File: config.mk
export PLATFORM = sky130hd
export DESIGN_NAME = rrcb_blend
export DESIGN_NICKNAME = d
export VERILOG_FILES = /design/src/rtl/core/rrcb_pkg.sv /design/src/rtl/core/rrcb_blend.sv
export SDC_FILE = /design/constraint.sdc
export NUM_CORES = 1
export LEC_CHECK = 0
export ABC_CLOCK_PERIOD_IN_PS = 4920
export CORE_MARGIN = 10
export CORE_UTILIZATION = 65
export DETAILED_ROUTE_END_ITERATION = 7
export DONT_BUFFER_PORTS = 1
export GPL_ROUTABILITY_DRIVEN = 0
export PLACE_DENSITY = 0.82
export SYNTH_ARGS = -nofsm -noshare
export SYNTH_HDL_FRONTEND = slang
export SYNTH_SLANG_ARGS = --single-unit
export TNS_END_PERCENT = 20
File: constraint.sdc
create_clock -name clk -period 4.92 [get_ports clk]
set_input_delay 0.492 -clock clk [delete_from_list [all_inputs] [get_ports clk]]
set_output_delay 0.492 -clock clk [all_outputs]
set_load 0.005 [all_outputs]
File: src/rtl/core/rrcb_pkg.sv
// ----------------------------------------------------------------------------
// rrcb_pkg
// Shared types, register indexes and helpers for the rounded rectangle
// coverage and blend pipeline.
// ----------------------------------------------------------------------------
`default_nettype none

package rrcb_pkg;

    localparam int MAX_CANVAS_DEF = 4096;
    localparam int NUM_STAGES     = 8;
    localparam int CFG_IDX_W      = 3;
    localparam int CFG_DATA_W     = 32;

    typedef enum logic [CFG_IDX_W-1:0] {
        CFG_RECT_LEFT     = 3'd0,
        CFG_RECT_TOP      = 3'd1,
        CFG_RECT_WIDTH    = 3'd2,
        CFG_RECT_HEIGHT   = 3'd3,
        CFG_CORNER_RADIUS = 3'd4,
        CFG_FILL_COLOR    = 3'd5,
        CFG_CANVAS_WIDTH  = 3'd6,
        CFG_CANVAS_HEIGHT = 3'd7
    } cfg_idx_t;

    // stage 1 request: pixel plus core box bounds in pixel units
    typedef struct packed {
        logic [11:0]        px;
        logic [11:0]        py;
        logic [31:0]        dest;
        logic               in_rect;
        logic signed [14:0] lc;
        logic signed [14:0] rc;
        logic signed [14:0] tc;
        logic signed [14:0] bc;
        logic [11:0]        rad;
    } s1_t;

    // coverage result handed to the blend stages
    typedef struct packed {
        logic [31:0] dest;
        logic [4:0]  cov;
        logic        in_rect;
    } cov_res_t;

    function automatic logic [2:0] cnt4(input logic [3:0] v);
        cnt4 = 3'(v[0]) + 3'(v[1]) + 3'(v[2]) + 3'(v[3]);
    endfunction

    // floor(v / 255), exact while the quotient fits in 8 bits
    function automatic logic [7:0] div255(input logic [15:0] v);
        logic [16:0] t;
        t = 17'(v) + 17'(v[15:8]) + 17'd1;
        div255 = t[15:8];
    endfunction

endpackage

`default_nettype wire

File: src/rtl/core/rrcb_blend.sv
// ----------------------------------------------------------------------------
// rrcb_blend
// Stages 6..8: coverage-scaled source, source-over products, divide by 255
// with saturation, output register.
// ----------------------------------------------------------------------------
`default_nettype none

module rrcb_blend
(
    input  wire logic               clk,
    input  wire logic [2:0]         load,
    input  wire rrcb_pkg::cov_res_t res,
    input  wire logic [31:0]        fill_color,
    output logic [31:0]             out_pixel,
    output logic                    pixel_written,
    output logic [4:0]              sample_coverage
);

    // stage 6
    logic [7:0]  src6_reg  [4];
    logic [7:0]  src6_next [4];
    logic [7:0]  inv6_reg;
    logic [31:0] dest6_reg;
    logic [4:0]  cov6_reg;
    logic        wr6_reg;

    // stage 7
    logic [7:0]  src7_reg  [4];
    logic [15:0] prod7_reg [4];
    logic [31:0] dest7_reg;
    logic [4:0]  cov7_reg;
    logic        wr7_reg;

    // stage 8
    logic [31:0] blend_next;
    logic [31:0] out_pixel_reg;
    logic        pixel_written_reg;
    logic [4:0]  sample_coverage_reg;

    always_comb
    begin
        logic [12:0] p;
        for (int c = 0; c < 4; c++)
        begin
            p = 13'(fill_color[8*c +: 8]) * 13'(res.cov);
            src6_next[c] = p[11:4];
        end
    end

    always_ff @(posedge clk)
    begin
        if (load[0])
        begin
            for (int c = 0; c < 4; c++)
                src6_reg[c] <= src6_next[c];
            inv6_reg  <= 8'hFF - src6_next[3];
            dest6_reg <= res.dest;
            cov6_reg  <= res.cov;
            wr6_reg   <= res.in_rect && (res.cov != 5'd0);
        end
    end

    always_ff @(posedge clk)
    begin
        if (load[1])
        begin
            for (int c = 0; c < 4; c++)
            begin
                src7_reg[c]  <= src6_reg[c];
                prod7_reg[c] <= 16'(dest6_reg[8*c +: 8]) * 16'(inv6_reg);
            end
            dest7_reg <= dest6_reg;
            cov7_reg  <= cov6_reg;
            wr7_reg   <= wr6_reg;
        end
    end

    always_comb
    begin
        logic [8:0] v;
        for (int c = 0; c < 4; c++)
        begin
            v = 9'(src7_reg[c]) + 9'(rrcb_pkg::div255(prod7_reg[c]));
            blend_next[8*c +: 8] = v[8] ? 8'hFF : v[7:0];
        end
    end

    always_ff @(posedge clk)
    begin
        if (load[2])
        begin
            out_pixel_reg       <= wr7_reg ? blend_next : dest7_reg;
            pixel_written_reg   <= wr7_reg;
            sample_coverage_reg <= cov7_reg;
        end
    end

    assign out_pixel       = out_pixel_reg;
    assign pixel_written   = pixel_written_reg;
    assign sample_coverage = sample_coverage_reg;

endmodule

`default_nettype wire

Word level (Yosys, flattened, before mapping)

Memory sizes are Yosys's and may differ from the RTL's.
Index checks and enable logic that the tools add are counted.
Widths: inputs -> output; s select.

RAM bits: 128
Output and inout port bits: 38
Memories: 3
Register bits: 122
Logic and storage cells: 45
Input port bits: 74

Multiply operators: 8
$add $sub $neg: 13
Muxes and demuxes: 9
Reductions and logical operators: 2

Memories:

| name      | depth | bits a word | rd ports | clocked after Yosys merged registers in | wr ports | RTL line         | text |
|---|---|---|---|---|---|---|---|
| prod7_reg | 4     | 16          | 4        | 0                                       | 4        | rrcb_blend.sv:29 | `logic [15:0] prod7_reg [4];` |
| src6_reg  | 4     | 8           | 4        | 0                                       | 4        | rrcb_blend.sv:20 | `logic [7:0] src6_reg [4];` |
| src7_reg  | 4     | 8           | 4        | 0                                       | 4        | rrcb_blend.sv:28 | `logic [7:0] src7_reg [4];` |

Operator list:

| operator              | count |
|---|---|
| $add 16x1->16 const B | 4 |
| $add 16x8->16         | 4 |
| $mul 8x8->16          | 4 |
| $mul 8x5->12          | 4 |
| $add 8x8->9           | 4 |
| $mux 32               | 1 |
| $mux 8                | 4 |
| $sub 8x8->8 const A   | 1 |
| $reduce_bool 5->1     | 1 |
| $mux 1                | 4 |
| $logic_and 1x1->1     | 1 |

Logic depth before layout (Yosys ltp)

Gate-level depths: netlist of run 1.

Depth in word-level cells: 5
Mapped depth: 17

Least setup slack after synthesis of run 1

OpenSTA, ideal clock, no wires.

Path kind: register -> register
Start point: register inv6_reg[2]
End point: memory prod7_reg[1][13] (data pin)
Data arrival time: 4.115 ns
Data required time: 4.655 ns
Cell stages (with the launch flop): 16
Path slack: 0.540 ns
Cells stage by stage: edfxtp_1 clkbuf_1 nand2_1 fa_1 fa_1 inv_1 fa_1 inv_1 fa_1 inv_1 ha_1 o21ai_0 a21oi_1 o41ai_4 nor3_1 or3_1

RTL lines:

| what                   | RTL line         | text |
|---|---|---|
| from (decl)            | rrcb_blend.sv:22 | `logic [7:0] inv6_reg;` |
| from (signal assigned) | rrcb_blend.sv:56 | `inv6_reg <= 8'hFF - src6_next[3];` |
| to (decl)              | rrcb_blend.sv:29 |  |

==> metrics.md, run 1 <==
| Metric | Value |
|---|---|
| Multi-input gate area | `0.0141 mm^2` |
| Min Hold Slack | `0.0286 ns` |
| Tmin final | `4.69 ns` |
| Die area | `0.0433 mm^2` |
| Drt wl/cell | `18.7 um` |
| Cells after DPL | `2579` |
| Total of max-cap violations | `0` |
| Vias per cell | `5.80` |
| Die H | `208 um` |
| Clock sink total | `250` |
| Worst relative slew slack | `0.369` |
| Commonest non-fill, non-tap cell in the layout | `inv_1` |
| Rows | `68` |
| Final setup TNS | `0 ns` |
| Post-DP HPWL | `37.6 mm` |
| Commonest non-fill, non-tap cells in the layout | `320 x inv_1, 296 x and2_1, 276 x ha_1, 250 x edfxtp_1, 212 x fa_1` |
| GRT Util Overall | `0.232` |
| GRT met1 Usage | `0.280` |
| Met2 global-route usage | `0.400` |
| Seq/Total Area, Yosys | `0.327` |
| Status | `finished, final reports clean` |
| DR pass1 iterations | `5` |
| Die width | `208 um` |
| Port Buffers | `0` |
| Top Usage Layer GRT | `met2` |
| Remaining DRCs | `0` |
| Clk_lat worst skew | `0.58 ns` |
| Avg Cell Area, Syn | `10.7 um^2` |
| Crit Path Class | `reg2reg` |
| Post-Syn Nets | `2712` |
| Longest Clk Path Bufs | `3` |
| Finished Layout Cells | `2675` |
| Setup crit end kind | `flip-flop` |
| WP data required | `5.21 ns` |
| Max Clk Rate | `0.213 GHz` |
| Skew final | `0.0374 ns` |
| CTS Buf Count | `28` |
| Yosys reg bits | `250` |
| Fillers | `2405` |
| Final setup fails | `0` |
| Nets | `2758` |
| Synthesis-to-layout area growth | `8.10%` |
| Number of library cell types mapped by synthesis | `60` |
| Clock root buffer | `clkbuf_16` |
| Met3 Use GR | `0.0547` |
| Worst EP arrival | `4.98 ns` |
| Grt total ovfl | `0` |
| Final instance area | `0.0248 mm^2` |
| Initial antenna violation count | `6` |
| Yosys warnings | `0` |
| Final hold vios | `0` |
| Initial Util | `0.662` |
| Clock slew seen by the registers of the worst setup and hold paths | `0.06 ns` |
| Share of post-route cells with drive strength above 1 | `0.0424` |
| Final ANT Viol Nets | `0` |
| EDFF count, synth | `250` |
| H-tree levels | `1` |
| I/O pin count | `112` |
| Drt total wl | `49.9 mm` |
| Ys async rst share | `0` |
| First-pass GRT wire length | `82.9 mm` |
| Gate Count Post-Synth | `2150` |
| Post-Syn Area | `0.0230 mm^2` |
| Synth Flop Type | `edfxtp_1` |
| Crit path launch type | `flip-flop` |
| Final slew viol count | `0` |
| Final period utilization | `0.953` |
| Unrepaired setup endpoints after global routing | `no` |
| Via count | `15504` |
| Pin count of the biggest net entering global routing | `135` |
| Area of the core | `0.0347 mm^2` |
| Max reg flops | `64` |
| Initial DRC Count | `953` |
| Register Area | `0.00751 mm^2` |
| CP Max Fanout | `9` |
| Dpl cell area | `0.0235 mm^2` |
| TritonCTS clock tree | `yes` |
| Vias in the first global route | `16637` |
| Worst-Margin Slew | `0.946 ns` |
| Worst Hold Class | `in2reg` |
## metal layers
layer,wire length (um),vias to the layer above
li1,-,7229
met1,20100,7694
met2,24700,460
met3,3770,117
met4,1420,4
met5,26,-
## synth_stat cells, types with 15 or more instances
library cell | count | share of area
clkbuf_1 | 44 | 0.0072
nor2b_1 | 22 | 0.0060
a21oi_1 | 59 | 0.013
fa_1 | 212 | 0.18
xor2_1 | 32 | 0.012
inv_1 | 320 | 0.052
nand2_1 | 159 | 0.026
nor3_1 | 24 | 0.0052
edfxtp_1 | 250 | 0.33
nor2_1 | 87 | 0.014
o21a_1 | 15 | 0.0049
o22a_1 | 20 | 0.0076
o21ai_0 | 53 | 0.012
nand2b_1 | 16 | 0.0044
ha_1 | 276 | 0.15
xnor2_1 | 94 | 0.036
a21o_1 | 22 | 0.0072
and2_1 | 296 | 0.081
## layout make-up
cell class	instances	share of cell area
repair buffers	62	0.0214
clock inverters	19	0.00831
multi-input cells	1534	0.568
diodes	4	0.000403
well taps	455	0.0229
flip-flops and latches	250	0.302
clock buffers	31	0.0287
inverters	320	0.0484
## path summary, 6_finish.rpt
| path | startpoint | to | slack [ns] | cells past startpoint |
|---|---|---|---|---|
| setup reg to reg | dest6_reg[13] | prod7_reg[1][13] | 0.23 | 14 |
| hold reg to reg | cov7_reg[2] | sample_coverage[2] | 0.41 | 0 |
| setup / recovery | dest6_reg[13] | prod7_reg[1][13] | 0.23 | 14 |
| hold / removal | load[2] | out_pixel[21] | 0.03 | 0 |
## critical path, cell delays in order, from the launching register on
cell	delay (ns)
edfxtp_1	0.57
nand2_1	0.14
fa_1	0.52
fa_1	0.55
inv_1	0.05
fa_1	0.47
inv_1	0.05
fa_1	0.49
inv_1	0.04
ha_1	0.32
o21ai_0	0.26
a21oi_1	0.13
o41ai_4	0.36
nor3_1	0.08
or3_1	0.37
## what timing repair did
action	in CTS	in global routing
gates resized for setup	0	1
hold endpoints to repair	26	0
endpoints found under the setup margin	1	8
hold buffers	26	0
buffers inserted	6	10
## logic make-up after synthesis
group	after synthesis	synth area share
fa+ha+maj	488	0.335
mux	9	0.00398
buf+inv	366	0.0600
xor+xnor	126	0.0480
compound gates	246	0.0730
flops	250	0.327
simple gates	665	0.153
## per-stage QoR
stage,util,worst slack (ns)
finish,0.715,0.231
global placement,0.677,0.238
CTS,0.713,0.0670
detailed placement,0.677,0.133
floorplan,-,0.540
global route,0.715,0.0261
Power of run 1 is left out: the tool's default activity adds up to more than one toggle a clock period on the data nets, which glitch-free logic cannot reach.
==> run 2, diff against run 1 <==
Settings changed: ABC_AREA set to 1, ABC_CLOCK_PERIOD_IN_PS 4920 to 5840.
Clock period 4.92 ns to 5.84 ns, I/O delays scaled along.
==> metrics.md, run 2 <==
| Metric | Value |
|---|---|
| DR pass1 iterations | `6 (+1)` |
| Die H | `217 um (+4.6%)` |
| Final hold vios | `0 (unchanged)` |
| Drt wl/cell | `16.0 um (-14%)` |
| Pin count of the biggest net entering global routing | `135 (unchanged)` |
| Fillers | `2876 (+20%)` |
| Gate Count Post-Synth | `3090 (+44%)` |
| Via count | `19697 (+27%)` |
| Synth Flop Type | `edfxtp_1` |
| Skew final | `0.0199 ns (-0.0175 ns)` |
| Rows | `72 (+5.9%)` |
| WP data required | `6.14 ns (+0.93 ns)` |
| Post-CTS Setup Bufs | `0 (-6)` |
| Clock root buffer | `clkbuf_16` |
| Top Usage Layer GRT | `met2` |
| Worst reg2reg path endpoint | `prod7_reg[0][13]` |
| Max Clk Rate | `0.214 GHz (+0.17%)` |
| Setup crit end kind | `flip-flop` |
| Post-CTS sizing | `0 (unchanged)` |
| GRT met1 Usage | `0.288 (+0.00775)` |
| Clock slew seen by the registers of the worst setup and hold paths | `0.06 ns (about the same)` |
| Final setup fails | `0 (unchanged)` |
| EDFF count, synth | `250 (unchanged)` |
| Initial DRC Count | `1411 (+48%)` |
| Share of post-route cells with drive strength above 1 | `0.0319 (-0.0105)` |
| Worst relative slew slack | `0.441 (+0.0718)` |
| H-tree levels | `1 (unchanged)` |
| Top cells by area, synth | `edfxtp_1 30%, fa_1 17%, ha_1 14%` |
| Tmin final | `4.68 ns (-0.00802 ns)` |
| Cell with the most instances after synthesis | `nand2_1` |
| Vias per cell | `5.48 (-5.4%)` |
| Area of the core | `0.0386 mm^2 (+11%)` |
| Longest Clk Path Bufs | `3 (unchanged)` |
| Met2 global-route usage | `0.431 (+0.0310)` |
| First-pass GRT wire length | `95.7 mm (+15%)` |
| Die width | `217 um (+4.6%)` |
| Unrepaired setup endpoints after global routing | `no` |
| Cell mode on critical path | `fa_1` |
| Port Buffers | `0 (unchanged)` |
| I/O pin count | `112 (unchanged)` |
| Met3 Use GR | `0.0481 (-0.00654)` |
| Initial Util | `0.656 (-0.00588)` |
| GRT Util Overall | `0.244 (+0.0124)` |
| Synthesis-to-layout area growth | `5.29%` |
| Post-CTS Hold Fix Bufs | `0 (-100%)` |
| Vias in the first global route | `20170 (+21%)` |
| Commonest non-fill, non-tap cell in the layout | `nand2_1` |
| Worst hold start | `res[25]` |
| Remaining DRCs | `0 (unchanged)` |
| Commonest cells in the netlist | `823 x nand2_1, 787 x inv_1, 276 x ha_1, 250 x edfxtp_1, 212 x fa_1` |
| Post-Syn Nets | `3652 (+35%)` |
| Max reg flops | `64 (unchanged)` |
| Worst-Margin Slew | `0.838 ns (-0.108 ns)` |
| Die area | `0.0473 mm^2 (+9.3%)` |
| Nets | `3615 (+31%)` |
| Hold Path Depth | `0 (unchanged)` |
| Crit path launch type | `flip-flop` |
| Clock sink total | `250 (unchanged)` |
| Drt total wl | `57.5 mm (+15%)` |
| TritonCTS clock tree | `yes` |
| CTS Buf Count | `28 (unchanged)` |
| Worst reg2reg path startpoint | `inv6_reg[2]` |
| Commonest non-fill, non-tap cells in the layout | `823 x nand2_1, 787 x inv_1, 276 x ha_1, 250 x edfxtp_1, 212 x fa_1` |
| Crit Path Class | `reg2reg` |
| Seq/Total Area, Yosys | `0.296 (-0.0306)` |
| Top-area cell type share of the netlist area | `0.296 (-0.0306)` |
| Number of library cell types mapped by synthesis | `40 (-33%)` |
| Clk_lat worst skew | `0.57 ns (about the same)` |
| Synth area leader | `edfxtp_1` |
| Total of max-cap violations | `0 (unchanged)` |
| Final ANT Viol Nets | `0 (unchanged)` |
| Grt total ovfl | `0 (unchanged)` |
| Slowest CP cell | `edfxtp_1` |
| R2R Setup Slk | `1.16 ns (+0.93 ns)` |
| Final setup TNS | `0 ns (unchanged)` |
| Worst Hold Class | `in2reg` |
| Hold Path End | `dest6_reg[19]` |
| Avg Cell Area, Syn | `8.20 um^2 (-23%)` |
| Status | `finished, final reports clean` |
| Reg2Reg Depth | `15 (+1)` |
| CP Max Fanout | `17 (+8)` |
| Yosys warnings | `0 (unchanged)` |
| Multi-input gate area | `0.0145 mm^2 (+3.1%)` |
| Critical-path cell list | `buf_4 > nand2_1 > fa_1 > fa_1 > inv_1 > fa_1 > inv_1 > fa_1 > inv_1 > ha_1 > nand2_1 > o21ai_0 > nand2_1 > nand3_1 > xor2_1` |
| Worst EP arrival | `4.99 ns (about the same)` |
| Ys async rst share | `0 (unchanged)` |
| Register Area | `0.00751 mm^2 (unchanged)` |
| Final slew viol count | `0 (unchanged)` |
| Post-DP HPWL | `43.9 mm (+17%)` |
| Initial antenna violation count | `4 (-2)` |
| Final period utilization | `0.801 (-0.151)` |
| Delay of the slowest critical-path stage | `0.71 ns (+0.14 ns)` |
| Post-Syn Area | `0.0253 mm^2 (+10%)` |
| Yosys reg bits | `250 (unchanged)` |
## run 2: routing by layer
layer  vias up  part of all wire  wire length, um
met1      9400              0.38            21900
met3       169             0.081             4650
met2       753              0.50            28700
met5         -           0.00043               25
met4         4             0.038             2190
li1       9371                 -                -
## run 2: metrics by stage
| stage | hold WS [ns] | worst slack (ns) | cells | area [um^2] | utilization |
|---|---|---|---|---|---|
| after floorplan | 0.400 | 1.85 | 3090 | 25300 | - |
| after global placement | 0.402 | 1.43 | 3541 | 25700 | 0.666 |
| after detailed placement | 0.405 | 1.27 | 3541 | 25700 | 0.666 |
| after CTS | 0.0904 | 1.25 | 3592 | 26700 | 0.690 |
| after global routing | 0.0870 | 0.952 | 3593 | 26700 | 0.691 |
| final | 0.106 | 1.16 | 3594 | 26700 | 0.691 |
## run 2: critical path: cells and delay by family, from the launching register on
kind	cells	cell delay (ns)
and+or+nand+nor	4	0.44
buffers and inverters	4	0.49
adders and majority gates	5	2.43
xor gates and xnor gates	1	0.06
AOI/OAI and AO/OA	1	0.31
DFF	1	0.71
## run 2: area by class of cell
class / instances / area share
Sequential cell: 250 / 0.281
Multi-Input combinational cell: 1972 / 0.545
Tap cell: 518 / 0.0243
Timing Repair Buffer: 10 / 0.00281
Antenna cell: 2 / 0.000188
Clock inverter: 16 / 0.00750
Inverter: 791 / 0.111
Clock buffer: 35 / 0.0280
## run 2: cell families after synthesis
logic type / after synthesis / synth area share
flip-flops: 250 / 0.296
buffers and inverters: 868 / 0.130
AND/OR/NAND/NOR: 1192 / 0.195
AO/OA/AOI/OAI: 211 / 0.0467
adder cells (fa/ha/maj): 488 / 0.304
XOR/XNOR: 81 / 0.0283
## run 2: how the worst max path moves through the flow
stage	cells past startpoint	slack, ns	start	end
after floorplan	18	1.85	inv6_reg[2]	prod7_reg[2][14]
after global placement	18	1.43	inv6_reg[2]	prod7_reg[1][14]
after detailed placement	15	1.27	inv6_reg[2]	prod7_reg[0][13]
after CTS	15	1.25	inv6_reg[2]	prod7_reg[0][13]
after global routing	15	0.95	inv6_reg[2]	prod7_reg[1][13]
final	15	1.16	inv6_reg[2]	prod7_reg[0][13]
Power of run 2 is left out for the same reason.
